==> src/rtl/core/pla_pkg.sv <==
package pla_pkg;

    // default sizes
    localparam int MAX_POINTS_DEF = 256;
    localparam int NDOF_DEF       = 6;

    // fixed widths of the command bus
    localparam int IDX_W  = 13;
    localparam int AXIS_W = 3;

    // actions
    localparam logic [1:0] ACT_CLEAR   = 2'd0;
    localparam logic [1:0] ACT_APPEND  = 2'd1;
    localparam logic [1:0] ACT_QUERY   = 2'd2;
    localparam logic [1:0] ACT_IMPROVE = 2'd3;

    // result status
    localparam logic [1:0] ST_OK    = 2'd0;
    localparam logic [1:0] ST_EMPTY = 2'd1;
    localparam logic [1:0] ST_FULL  = 2'd2;

    // datapath operations
    localparam logic [4:0] OP_NONE       = 5'd0;
    localparam logic [4:0] OP_LOAD       = 5'd1;
    localparam logic [4:0] OP_CLEAR      = 5'd2;
    localparam logic [4:0] OP_ABSQ       = 5'd3;
    localparam logic [4:0] OP_MUL_SQ     = 5'd4;
    localparam logic [4:0] OP_ACC        = 5'd5;
    localparam logic [4:0] OP_SQRT_INIT  = 5'd6;
    localparam logic [4:0] OP_SQRT_STEP  = 5'd7;
    localparam logic [4:0] OP_ADD_LEN    = 5'd8;
    localparam logic [4:0] OP_SAVE_D     = 5'd9;
    localparam logic [4:0] OP_LO         = 5'd10;
    localparam logic [4:0] OP_HI         = 5'd11;
    localparam logic [4:0] OP_IMP_CMP    = 5'd12;
    localparam logic [4:0] OP_DIV_INIT   = 5'd13;
    localparam logic [4:0] OP_DIV_STEP   = 5'd14;
    localparam logic [4:0] OP_CAP_A      = 5'd15;
    localparam logic [4:0] OP_DIFF       = 5'd16;
    localparam logic [4:0] OP_MUL_RATIO  = 5'd17;
    localparam logic [4:0] OP_RES        = 5'd18;

    typedef struct packed {
        logic [1:0]         action;
        logic signed [31:0] coord_0;
        logic signed [31:0] coord_1;
        logic signed [31:0] coord_2;
        logic signed [31:0] coord_3;
        logic signed [31:0] coord_4;
        logic signed [31:0] coord_5;
        logic [31:0]        arc_position;
    } t_in_item;

    typedef struct packed {
        logic [1:0]         status;
        logic signed [31:0] out_0;
        logic signed [31:0] out_1;
        logic signed [31:0] out_2;
        logic signed [31:0] out_3;
        logic signed [31:0] out_4;
        logic signed [31:0] out_5;
        logic               could_improve;
        logic [31:0]        total_length;
    } t_out_item;

    typedef struct packed {
        logic [4:0]        op;
        logic [IDX_W-1:0]  idx;
        logic [AXIS_W-1:0] axis;
        logic              first;
        logic              wp_rd;
        logic              wp_wr;
        logic              len_rd;
        logic              len_wr;
        logic              finish;
        logic [1:0]        status;
    } t_cmd;

    typedef struct packed {
        logic arc_zero;
        logic arc_ge_total;
        logic len_gt_arc;
        logic imp_hit;
    } t_sts;

endpackage

==> src/rtl/core/pla_ctrl.sv <==
module pla_ctrl #(
    parameter int MAX_POINTS = 256,
    parameter int NDOF       = 6
) (
    input  logic           i_clk,
    input  logic           i_rst_n,
    input  logic           i_in_valid,
    input  logic [1:0]     i_action,
    output logic           o_in_stall,
    output logic           o_out_valid,
    input  logic           i_out_stall,
    input  pla_pkg::t_sts  i_sts,
    output pla_pkg::t_cmd  o_cmd
);
    import pla_pkg::*;

    localparam int CW = $clog2(MAX_POINTS + 1);

    localparam logic [4:0] S_IDLE    = 5'd0;
    localparam logic [4:0] S_DISP    = 5'd1;
    localparam logic [4:0] S_WWR     = 5'd2;
    localparam logic [4:0] S_WLEN    = 5'd3;
    localparam logic [4:0] S_DRD     = 5'd4;
    localparam logic [4:0] S_DSUB    = 5'd5;
    localparam logic [4:0] S_DMUL    = 5'd6;
    localparam logic [4:0] S_DACC    = 5'd7;
    localparam logic [4:0] S_SQI     = 5'd8;
    localparam logic [4:0] S_SQS     = 5'd9;
    localparam logic [4:0] S_DDONE   = 5'd10;
    localparam logic [4:0] S_AADD    = 5'd11;
    localparam logic [4:0] S_IMP_RD0 = 5'd12;
    localparam logic [4:0] S_IMP_RD1 = 5'd13;
    localparam logic [4:0] S_IMP_HI  = 5'd14;
    localparam logic [4:0] S_QRD     = 5'd15;
    localparam logic [4:0] S_QCHK    = 5'd16;
    localparam logic [4:0] S_DVI     = 5'd17;
    localparam logic [4:0] S_DVS     = 5'd18;
    localparam logic [4:0] S_IRD_A   = 5'd19;
    localparam logic [4:0] S_IRD_B   = 5'd20;
    localparam logic [4:0] S_IDIF    = 5'd21;
    localparam logic [4:0] S_IMUL    = 5'd22;
    localparam logic [4:0] S_IRES    = 5'd23;
    localparam logic [4:0] S_FIN     = 5'd24;

    localparam logic [1:0] CTX_APP  = 2'd0;
    localparam logic [1:0] CTX_IMP1 = 2'd1;
    localparam logic [1:0] CTX_IMP2 = 2'd2;

    localparam logic [AXIS_W-1:0] AX_LAST = AXIS_W'(NDOF - 1);

    logic [4:0]        r_state, n_state;
    logic [CW-1:0]     r_count, n_count;
    logic [CW-1:0]     r_idx, n_idx;
    logic [CW-1:0]     r_widx, n_widx;
    logic [CW-1:0]     r_seg_lo, n_seg_lo;
    logic [CW-1:0]     r_seg_hi, n_seg_hi;
    logic [AXIS_W-1:0] r_axis, n_axis;
    logic [4:0]        r_iter, n_iter;
    logic [1:0]        r_dctx, n_dctx;
    logic [1:0]        r_status, n_status;
    logic [1:0]        r_action, n_action;
    logic              r_out_valid, n_out_valid;

    // state registers
    always_ff @(posedge i_clk) begin
        if (!i_rst_n) begin
            r_state     <= S_IDLE;
            r_count     <= '0;
            r_out_valid <= 1'b0;
        end else begin
            r_state     <= n_state;
            r_count     <= n_count;
            r_out_valid <= n_out_valid;
        end
    end

    always_ff @(posedge i_clk) begin
        r_idx    <= n_idx;
        r_widx   <= n_widx;
        r_seg_lo <= n_seg_lo;
        r_seg_hi <= n_seg_hi;
        r_axis   <= n_axis;
        r_iter   <= n_iter;
        r_dctx   <= n_dctx;
        r_status <= n_status;
        r_action <= n_action;
    end

    // sequencer
    always_comb begin
        n_state     = r_state;
        n_count     = r_count;
        n_idx       = r_idx;
        n_widx      = r_widx;
        n_seg_lo    = r_seg_lo;
        n_seg_hi    = r_seg_hi;
        n_axis      = r_axis;
        n_iter      = r_iter;
        n_dctx      = r_dctx;
        n_status    = r_status;
        n_action    = r_action;
        n_out_valid = r_out_valid && i_out_stall;

        o_cmd        = '0;
        o_cmd.op     = OP_NONE;
        o_cmd.axis   = r_axis;
        o_cmd.status = r_status;

        case (r_state)
            S_IDLE: begin
                if (i_in_valid) begin
                    o_cmd.op = OP_LOAD;
                    n_action = i_action;
                    n_status = ST_OK;
                    n_axis   = '0;
                    n_state  = S_DISP;
                end
            end
            S_DISP: begin
                case (r_action)
                    ACT_CLEAR: begin
                        o_cmd.op = OP_CLEAR;
                        n_count  = '0;
                        n_state  = S_FIN;
                    end
                    ACT_APPEND: begin
                        if (r_count >= CW'(MAX_POINTS)) begin
                            n_status = ST_FULL;
                            n_state  = S_FIN;
                        end else begin
                            n_state = S_WWR;
                        end
                    end
                    ACT_QUERY: begin
                        if (r_count == '0) begin
                            n_status = ST_EMPTY;
                            n_state  = S_FIN;
                        end else if (i_sts.arc_zero) begin
                            n_seg_lo = '0;
                            n_seg_hi = '0;
                            n_state  = S_IRD_A;
                        end else if (i_sts.arc_ge_total) begin
                            n_seg_lo = r_count - 1'b1;
                            n_seg_hi = r_count - 1'b1;
                            n_state  = S_IRD_A;
                        end else begin
                            n_idx   = CW'(1);
                            n_state = S_QRD;
                        end
                    end
                    default: begin
                        if (r_count == '0) begin
                            n_status = ST_EMPTY;
                            n_state  = S_FIN;
                        end else if (r_count < CW'(3)) begin
                            n_state = S_FIN;
                        end else begin
                            n_idx   = CW'(1);
                            n_state = S_IMP_RD0;
                        end
                    end
                endcase
            end
            // append: store coordinates, then distance to previous waypoint
            S_WWR: begin
                o_cmd.wp_wr = 1'b1;
                o_cmd.idx   = IDX_W'(r_count);
                if (r_axis == AX_LAST) begin
                    n_axis = '0;
                    if (r_count == '0) begin
                        n_state = S_WLEN;
                    end else begin
                        n_widx  = r_count - 1'b1;
                        n_dctx  = CTX_APP;
                        n_state = S_DRD;
                    end
                end else begin
                    n_axis = r_axis + 1'b1;
                end
            end
            S_WLEN: begin
                o_cmd.len_wr = 1'b1;
                o_cmd.idx    = IDX_W'(r_count);
                n_count      = r_count + 1'b1;
                n_state      = S_FIN;
            end
            // shared distance unit: per axis read, difference, square, sum
            S_DRD: begin
                o_cmd.wp_rd = 1'b1;
                o_cmd.idx   = IDX_W'(r_widx);
                n_state     = S_DSUB;
            end
            S_DSUB: begin
                o_cmd.op = OP_ABSQ;
                n_state  = S_DMUL;
            end
            S_DMUL: begin
                o_cmd.op = OP_MUL_SQ;
                n_state  = S_DACC;
            end
            S_DACC: begin
                o_cmd.op    = OP_ACC;
                o_cmd.first = (r_axis == '0);
                if (r_axis == AX_LAST) begin
                    n_state = S_SQI;
                end else begin
                    n_axis  = r_axis + 1'b1;
                    n_state = S_DRD;
                end
            end
            S_SQI: begin
                o_cmd.op = OP_SQRT_INIT;
                n_iter   = '0;
                n_state  = S_SQS;
            end
            S_SQS: begin
                o_cmd.op = OP_SQRT_STEP;
                n_iter   = r_iter + 1'b1;
                if (r_iter == 5'd31) begin
                    n_state = S_DDONE;
                end
            end
            S_DDONE: begin
                case (r_dctx)
                    CTX_APP: begin
                        o_cmd.len_rd = 1'b1;
                        o_cmd.idx    = IDX_W'(r_count - 1'b1);
                        n_state      = S_AADD;
                    end
                    CTX_IMP1: begin
                        o_cmd.op = OP_SAVE_D;
                        n_widx   = r_idx - 1'b1;
                        n_axis   = '0;
                        n_dctx   = CTX_IMP2;
                        n_state  = S_DRD;
                    end
                    default: begin
                        o_cmd.op = OP_IMP_CMP;
                        if (i_sts.imp_hit || (r_idx + CW'(2) >= r_count)) begin
                            n_state = S_FIN;
                        end else begin
                            n_idx   = r_idx + 1'b1;
                            n_state = S_IMP_RD0;
                        end
                    end
                endcase
            end
            S_AADD: begin
                o_cmd.op = OP_ADD_LEN;
                n_state  = S_WLEN;
            end
            // improve test: lengths around interior waypoint, then two distances
            S_IMP_RD0: begin
                o_cmd.len_rd = 1'b1;
                o_cmd.idx    = IDX_W'(r_idx - 1'b1);
                n_state      = S_IMP_RD1;
            end
            S_IMP_RD1: begin
                o_cmd.op     = OP_LO;
                o_cmd.len_rd = 1'b1;
                o_cmd.idx    = IDX_W'(r_idx + 1'b1);
                n_state      = S_IMP_HI;
            end
            S_IMP_HI: begin
                o_cmd.op = OP_HI;
                n_widx   = r_idx + 1'b1;
                n_axis   = '0;
                n_dctx   = CTX_IMP1;
                n_state  = S_DRD;
            end
            // query: find the segment holding the arc position
            S_QRD: begin
                o_cmd.len_rd = 1'b1;
                o_cmd.idx    = IDX_W'(r_idx);
                n_state      = S_QCHK;
            end
            S_QCHK: begin
                if (i_sts.len_gt_arc) begin
                    o_cmd.op = OP_HI;
                    n_seg_lo = r_idx - 1'b1;
                    n_seg_hi = r_idx;
                    n_state  = S_DVI;
                end else begin
                    o_cmd.op = OP_LO;
                    n_idx    = r_idx + 1'b1;
                    n_state  = S_QRD;
                end
            end
            S_DVI: begin
                o_cmd.op = OP_DIV_INIT;
                n_iter   = '0;
                n_state  = S_DVS;
            end
            S_DVS: begin
                o_cmd.op = OP_DIV_STEP;
                n_iter   = r_iter + 1'b1;
                if (r_iter == 5'd31) begin
                    n_axis  = '0;
                    n_state = S_IRD_A;
                end
            end
            // interpolate each axis between the segment ends
            S_IRD_A: begin
                o_cmd.wp_rd = 1'b1;
                o_cmd.idx   = IDX_W'(r_seg_lo);
                n_state     = S_IRD_B;
            end
            S_IRD_B: begin
                o_cmd.op    = OP_CAP_A;
                o_cmd.wp_rd = 1'b1;
                o_cmd.idx   = IDX_W'(r_seg_hi);
                n_state     = S_IDIF;
            end
            S_IDIF: begin
                o_cmd.op = OP_DIFF;
                n_state  = S_IMUL;
            end
            S_IMUL: begin
                o_cmd.op = OP_MUL_RATIO;
                n_state  = S_IRES;
            end
            S_IRES: begin
                o_cmd.op = OP_RES;
                if (r_axis == AX_LAST) begin
                    n_state = S_FIN;
                end else begin
                    n_axis  = r_axis + 1'b1;
                    n_state = S_IRD_A;
                end
            end
            // hand the result to the output register
            S_FIN: begin
                if (!r_out_valid || !i_out_stall) begin
                    o_cmd.finish = 1'b1;
                    n_out_valid  = 1'b1;
                    n_state      = S_IDLE;
                end
            end
            default: begin
                n_state = S_IDLE;
            end
        endcase
    end

    assign o_in_stall  = (r_state != S_IDLE);
    assign o_out_valid = r_out_valid;
endmodule

==> config.mk <==
export PLATFORM = sky130hd
export DESIGN_NAME = pla_ctrl
export DESIGN_NICKNAME = d
export VERILOG_FILES = /design/src/rtl/core/pla_pkg.sv /design/src/rtl/core/pla_ctrl.sv
export SDC_FILE = /design/constraint.sdc
export NUM_CORES = 1
export LEC_CHECK = 0
export ABC_CLOCK_PERIOD_IN_PS = 6100
export CORE_MARGIN = 2
export CORE_UTILIZATION = 60
export CTS_CLUSTER_SIZE = 10
export DETAILED_ROUTE_END_ITERATION = 7
export DONT_BUFFER_PORTS = 1
export HOLD_SLACK_MARGIN = 0.05
export MAX_ROUTING_LAYER = met4
export PLACE_DENSITY = 0.84
export SLEW_MARGIN = 20
export SYNTH_ARGS = -nofsm -noshare
export SYNTH_HDL_FRONTEND = slang
export SYNTH_SLANG_ARGS = --single-unit
==> constraint.sdc <==
create_clock -name i_clk -period 6.1 [get_ports i_clk]
set_input_delay 0.915 -clock i_clk [delete_from_list [all_inputs] [get_ports i_clk]]
set_output_delay 0.915 -clock i_clk [all_outputs]
set_load 0.005 [all_outputs]
---- Word level (Yosys, flattened, before mapping) ----
Cells that the tools add are included.
word-level totals
  input bits .............................. 10
  output and inout port bits .............. 31
  bits in registers ....................... 65
operators by class
  $add $sub $neg .......................... 10
  equality and inequality tests ........... 52
  mux-type cells .......................... 76
  order comparisons ....................... 3
  reductions and logical operators ........ 34
operators by type and width
  cell                  count
  $mux 9                18
  $pmux 5 s25           1
  $pmux 13 s8           1
  $pmux 5 s18           1
  $pmux 9 s2            4
  $mux 5                13
  $pmux 9 s3            2
  $eq 5x5->1 const B    10
  $eq 5x4->1 const B    8
  $ne 2x2->1 const B    14
  $eq 5x3->1 const B    4
  $pmux 5 s2            2
  $reduce_and 5->1      4
  $sub 9x1->10 const B  2
  $add 9x1->9 const B   2
  $mux 3                6
  $pmux 3 s6            1
  $sub 9x1->9 const B   2
  $pmux 5 s3            1
  $mux 2                7
  $mux 13               1
  $ne 3x3->1 const B    4
  $reduce_or 2->1       6
  $mux 1                11
  other kinds (34)      50

---- Depth between registers and ports, before layout ----
  depth after elaboration ................. 6
  gate-level depth with buffers ........... 10

---- Least setup slack after synthesis ----
No wires, ideal clock.
  kind .................................... flip-flop to flip-flop
  start point ............................. register r_count[0]
  end point ............................... register r_seg_hi[0], enable pin
  arrival ................................. 3.124 ns
  stages on the path, launching flop included .. 8
  setup time .............................. 0.421 ns
  path slack .............................. 2.555 ns
  cell sequence ........................... dfxtp_1 clkbuf_1 inv_1 ha_1 nor4b_1 and2_1 or4_1 a211oi_1
between the ends
  word-level cells in the longest chain between the ends .. 3
ends and longest elaborated chain
  element                            RTL line         source
  start, declared                    pla_ctrl.sv:52   logic [CW-1:0] r_count, n_count;
  start signal, assigned             pla_ctrl.sv:72   r_count <= n_count;
  $logic_not 9->1                    pla_ctrl.sv:135  if (r_count == '0) begin
  $ne 2x2->1 (no source line)        n/a
  $reduce_and 5->1 (no source line)  n/a
  end signal, assigned               pla_ctrl.sv:81   r_seg_hi <= n_seg_hi;
  end, declared                      pla_ctrl.sv:56   logic [CW-1:0] r_seg_hi, n_seg_hi;
No other way between the ends.
A chain may end at the register's enable or synchronous reset.

==> summary.txt <==
GRT
  – Total grt overflow: 0
  – Global-route wire length before repair: 22.7 mm
  – Total GRT Usage: 0.342
  – Number of antenna violations at the first check in global routing: 0
  – Largest net degree at the start of global routing: 37
  – Vias in the first global route: about 4.3k

Placement
  – # port buffers: 0
  – Post-DP HPWL: between 10 and 15 mm
  – Final GP Congestion: approximately 1.0

Power and ir drop
  – Power density over the cells: 355 nW/µm²
  – Worst ir drop on vdd: a little under 0.0002 V
  – Switching share of total power: 0.420
  – Sequential group share of total power: 0.375
  – Int Pwr: 1.07 mW
  – Psw: approximately 770 µW
  – Leakage Power: between 1.5 and 2 nW
  – Comb power frac: 0.398
  – Clock power share: 0.227

STA
  – Hold Worst Slack: between 0.6 and 0.7 ns
  – Max_slew headroom: 0.256
  – # setup viols final: 0
  – RSZ-0062 raised after global routing: false
  – Final Skew: 0.0108 ns
  – Slew @ Worst Pin: 1.11 ns
  – Fin crit period: 3.90 ns
  – Final hold violation count: 0
  – Fmax: 256 MHz
  – Setup_tns: 0 ns
  – Final Cycle Share: 0.639
  – Final Max Slew Viols: 0

CTS
  – Clock buffer depth: 2
  – CTS H-tree lvls: 3
  – CTS tree: done
  – Clock-pin slew on the worst setup and hold paths: ~0.080 ns
  – Clock sinks: 65
  – CTS Root Cell: clkbuf_8
  – CTS Buf Count: 9
  – CTS Hold Bufs: 0
  – Post-CTS setup buffers: 0
  – Post-CTS sizing: 0
  – Worst skew pair latency: between 0.3 and 0.4 ns

Setup path
  – Worst endpoint required time: approximately 5.2 ns
  – Critical Path End Type: output pin
  – Type of the worst setup path: flop to output pin
  – CP max FO: 32
  – Startpoint types: flop
  – Worst-path cell chain: nor2_2 > and3_1 > a222oi_1 > nand2_1 > a211o_1
  – Max incr delay on CP: approximately 1.0 ns
  – Slowest-stage cell, CP: dfxtp_1
  – Worst EP arrival: ~3 ns

Logic synthesis
  – Async S/R FF share, synth: 0
  – Ys flop type: edfxtp_1
  – Distinct cells, synth: between 70 and 80
  – Cell area after synthesis: roughly 5000 µm²
  – Post-Synthesis Net Count: 615
  – Seq/Total Area, Yosys: 0.362
  – YS warnings: 0
  – Post-synth EDFFs: 50
  – Syn avg cell area: 8.54 µm²
  – Syn Inst Count: between 500 and 600
  – Synth Register Bits: 65

Floorplan
  – Core area: between 8000 and 9000 µm²
  – Initial core utilization: 0.612
  – DIE AREA: 9040 µm²
  – Die height: about 95 µm
  – FP Rows: 33
  – I/O pins: 41
  – Die width: ~95 µm

Drt
  – Final WL: approximately 14 mm
  – Final antenna-violating net count: 0
  – Pre-antenna DRT Iters: 5
  – Drt drc: 0
  – Starting DRC count in detailed routing: roughly 600
  – WL/cell: about 22 µm
  – Via density: ~7
  – DR vias: between 4k and 5k

Final layout
  – N_diodes: 0
  – Area grow syn2layout: 3.92%
  – Fill cells: 679
  – Layout cells sized above 1: 0.0730
  – Fin nets: ~600

Flow run
  – Max_cap viols: 0

Status
  – Outcome: finished, final reports clean

Min path
  – HP Class: flop to flop
## power groups by stage
stage	clock network [mW]	logic [mW]	registers, mW
2_1_floorplan	0	0.607	0.622
3_3_place_gp	0	0.697	0.689
3_5_place_dp	0	0.711	0.693
4_1_cts	0.418	0.714	0.684
5_1_grt	0.437	0.796	0.698
6_report	0.418	0.732	0.689
## logic make-up (layout without fill, tap and decap cells)
| family | count (synthesis) | in the layout | share of synthesized area |
|---|---|---|---|
| simple gates | 231 | 231 | 0.238 |
| compound gates | 159 | 159 | 0.220 |
| buf+inv | 70 | 49 | 0.0618 |
| flops | 65 | 65 | 0.362 |
| xor+xnor | 34 | 34 | 0.0598 |
| fa+ha+maj | 22 | 22 | 0.0553 |
| mux | 2 | 2 | 0.00402 |
## critical path: cells and delay by family, from the launching register on
| family | cells | cell delay, ns |
|---|---|---|
| flip-flops | 1 | 1.02 |
| AO/OA/AOI/OAI | 2 | 0.71 |
| AND/OR/NAND/NOR | 3 | 0.89 |
## registers in the layout, indices dropped and copies added, names as in the netlist
register / count
r_widx: 9
r_state: 5
r_dctx: 2
r_seg_lo: 9
r_status: 2
r_axis: 3
r_seg_hi: 9
r_action: 2
o_out_valid: 1
r_count: 9
r_iter: 5
r_idx: 9
## placed cells by master, fill, tap and decap left out, drive strengths merged, types with 12 or more instances in the layout
cell	count
a21oi	26
o22ai	17
nand3	19
edfxtp	50
nor3	18
o21ai	36
nor2	61
nand2	54
xnor2	22
xor2	12
dfxtp	15
ha	22
inv	28
## stage by stage
stage / cells / total power [mW] / setup WS, ns / instance area [µm²] / util
6_report: 667 / 1.84 / 2.20 / 5170 / 0.636
5_1_grt: 667 / 1.93 / 2.05 / 5170 / 0.636
4_1_cts: 667 / 1.82 / 2.32 / 5170 / 0.636
3_5_place_dp: 651 / 1.40 / 2.68 / 4960 / 0.609
3_3_place_gp: 651 / 1.39 / 2.77 / 4960 / 0.609
2_1_floorplan: 583 / 1.23 / 2.55 / 4980 / -
## Yosys cell counts (12+ instances only)
cell	n	area share
a21oi_1	26	0.026
buf_2	12	0.012
clkbuf_1	24	0.018
dfxtp_1	15	0.060
edfxtp_1	50	0.30
ha_1	22	0.055
inv_1	24	0.018
nand2_1	53	0.040
nand3_1	19	0.019
nor2_1	57	0.043
nor3_1	18	0.018
o21ai_0	34	0.034
o22ai_1	17	0.021
xnor2_1	22	0.039
xor2_1	12	0.021
## final timing paths
| kind | startpoint | end | slack [ns] | cells after the start |
|---|---|---|---|---|
| setup / recovery | r_state[2]$_SDFFE_PN0P_ | o_cmd[19] | 2.20 | 5 |
| hold / removal | r_iter[0]$_SDFFCE_PN0P_ | r_iter[0]$_SDFFCE_PN0P_ | 0.61 | 1 |
| setup reg to reg | r_idx[2]$_SDFFCE_PN0P_ | r_idx[7]$_SDFFCE_PN0P_ | 2.64 | 11 |
| hold reg to reg | r_iter[0]$_SDFFCE_PN0P_ | r_iter[0]$_SDFFCE_PN0P_ | 0.61 | 1 |
## layer usage
metal	global-route usage	wire, µm	up-vias
li1	-	-	2111
met1	0.433	5490	2161
met2	0.526	6670	350
met3	0.0854	1820	58
met4	0.141	511	0
met5	-	0	-
## layout make-up
class                      instances  area, µm²  area share
clock buffer                       9        124      0.0239
clock inverter                     7       92.6      0.0179
inverter                          26       97.6      0.0189
multi-input combinational        448       2870       0.556
sequential                        65       1800       0.348
tap                              105        131      0.0254
timing repair buffer               7       52.6      0.0102
Note: power is estimated with default switching activity, not from simulation.
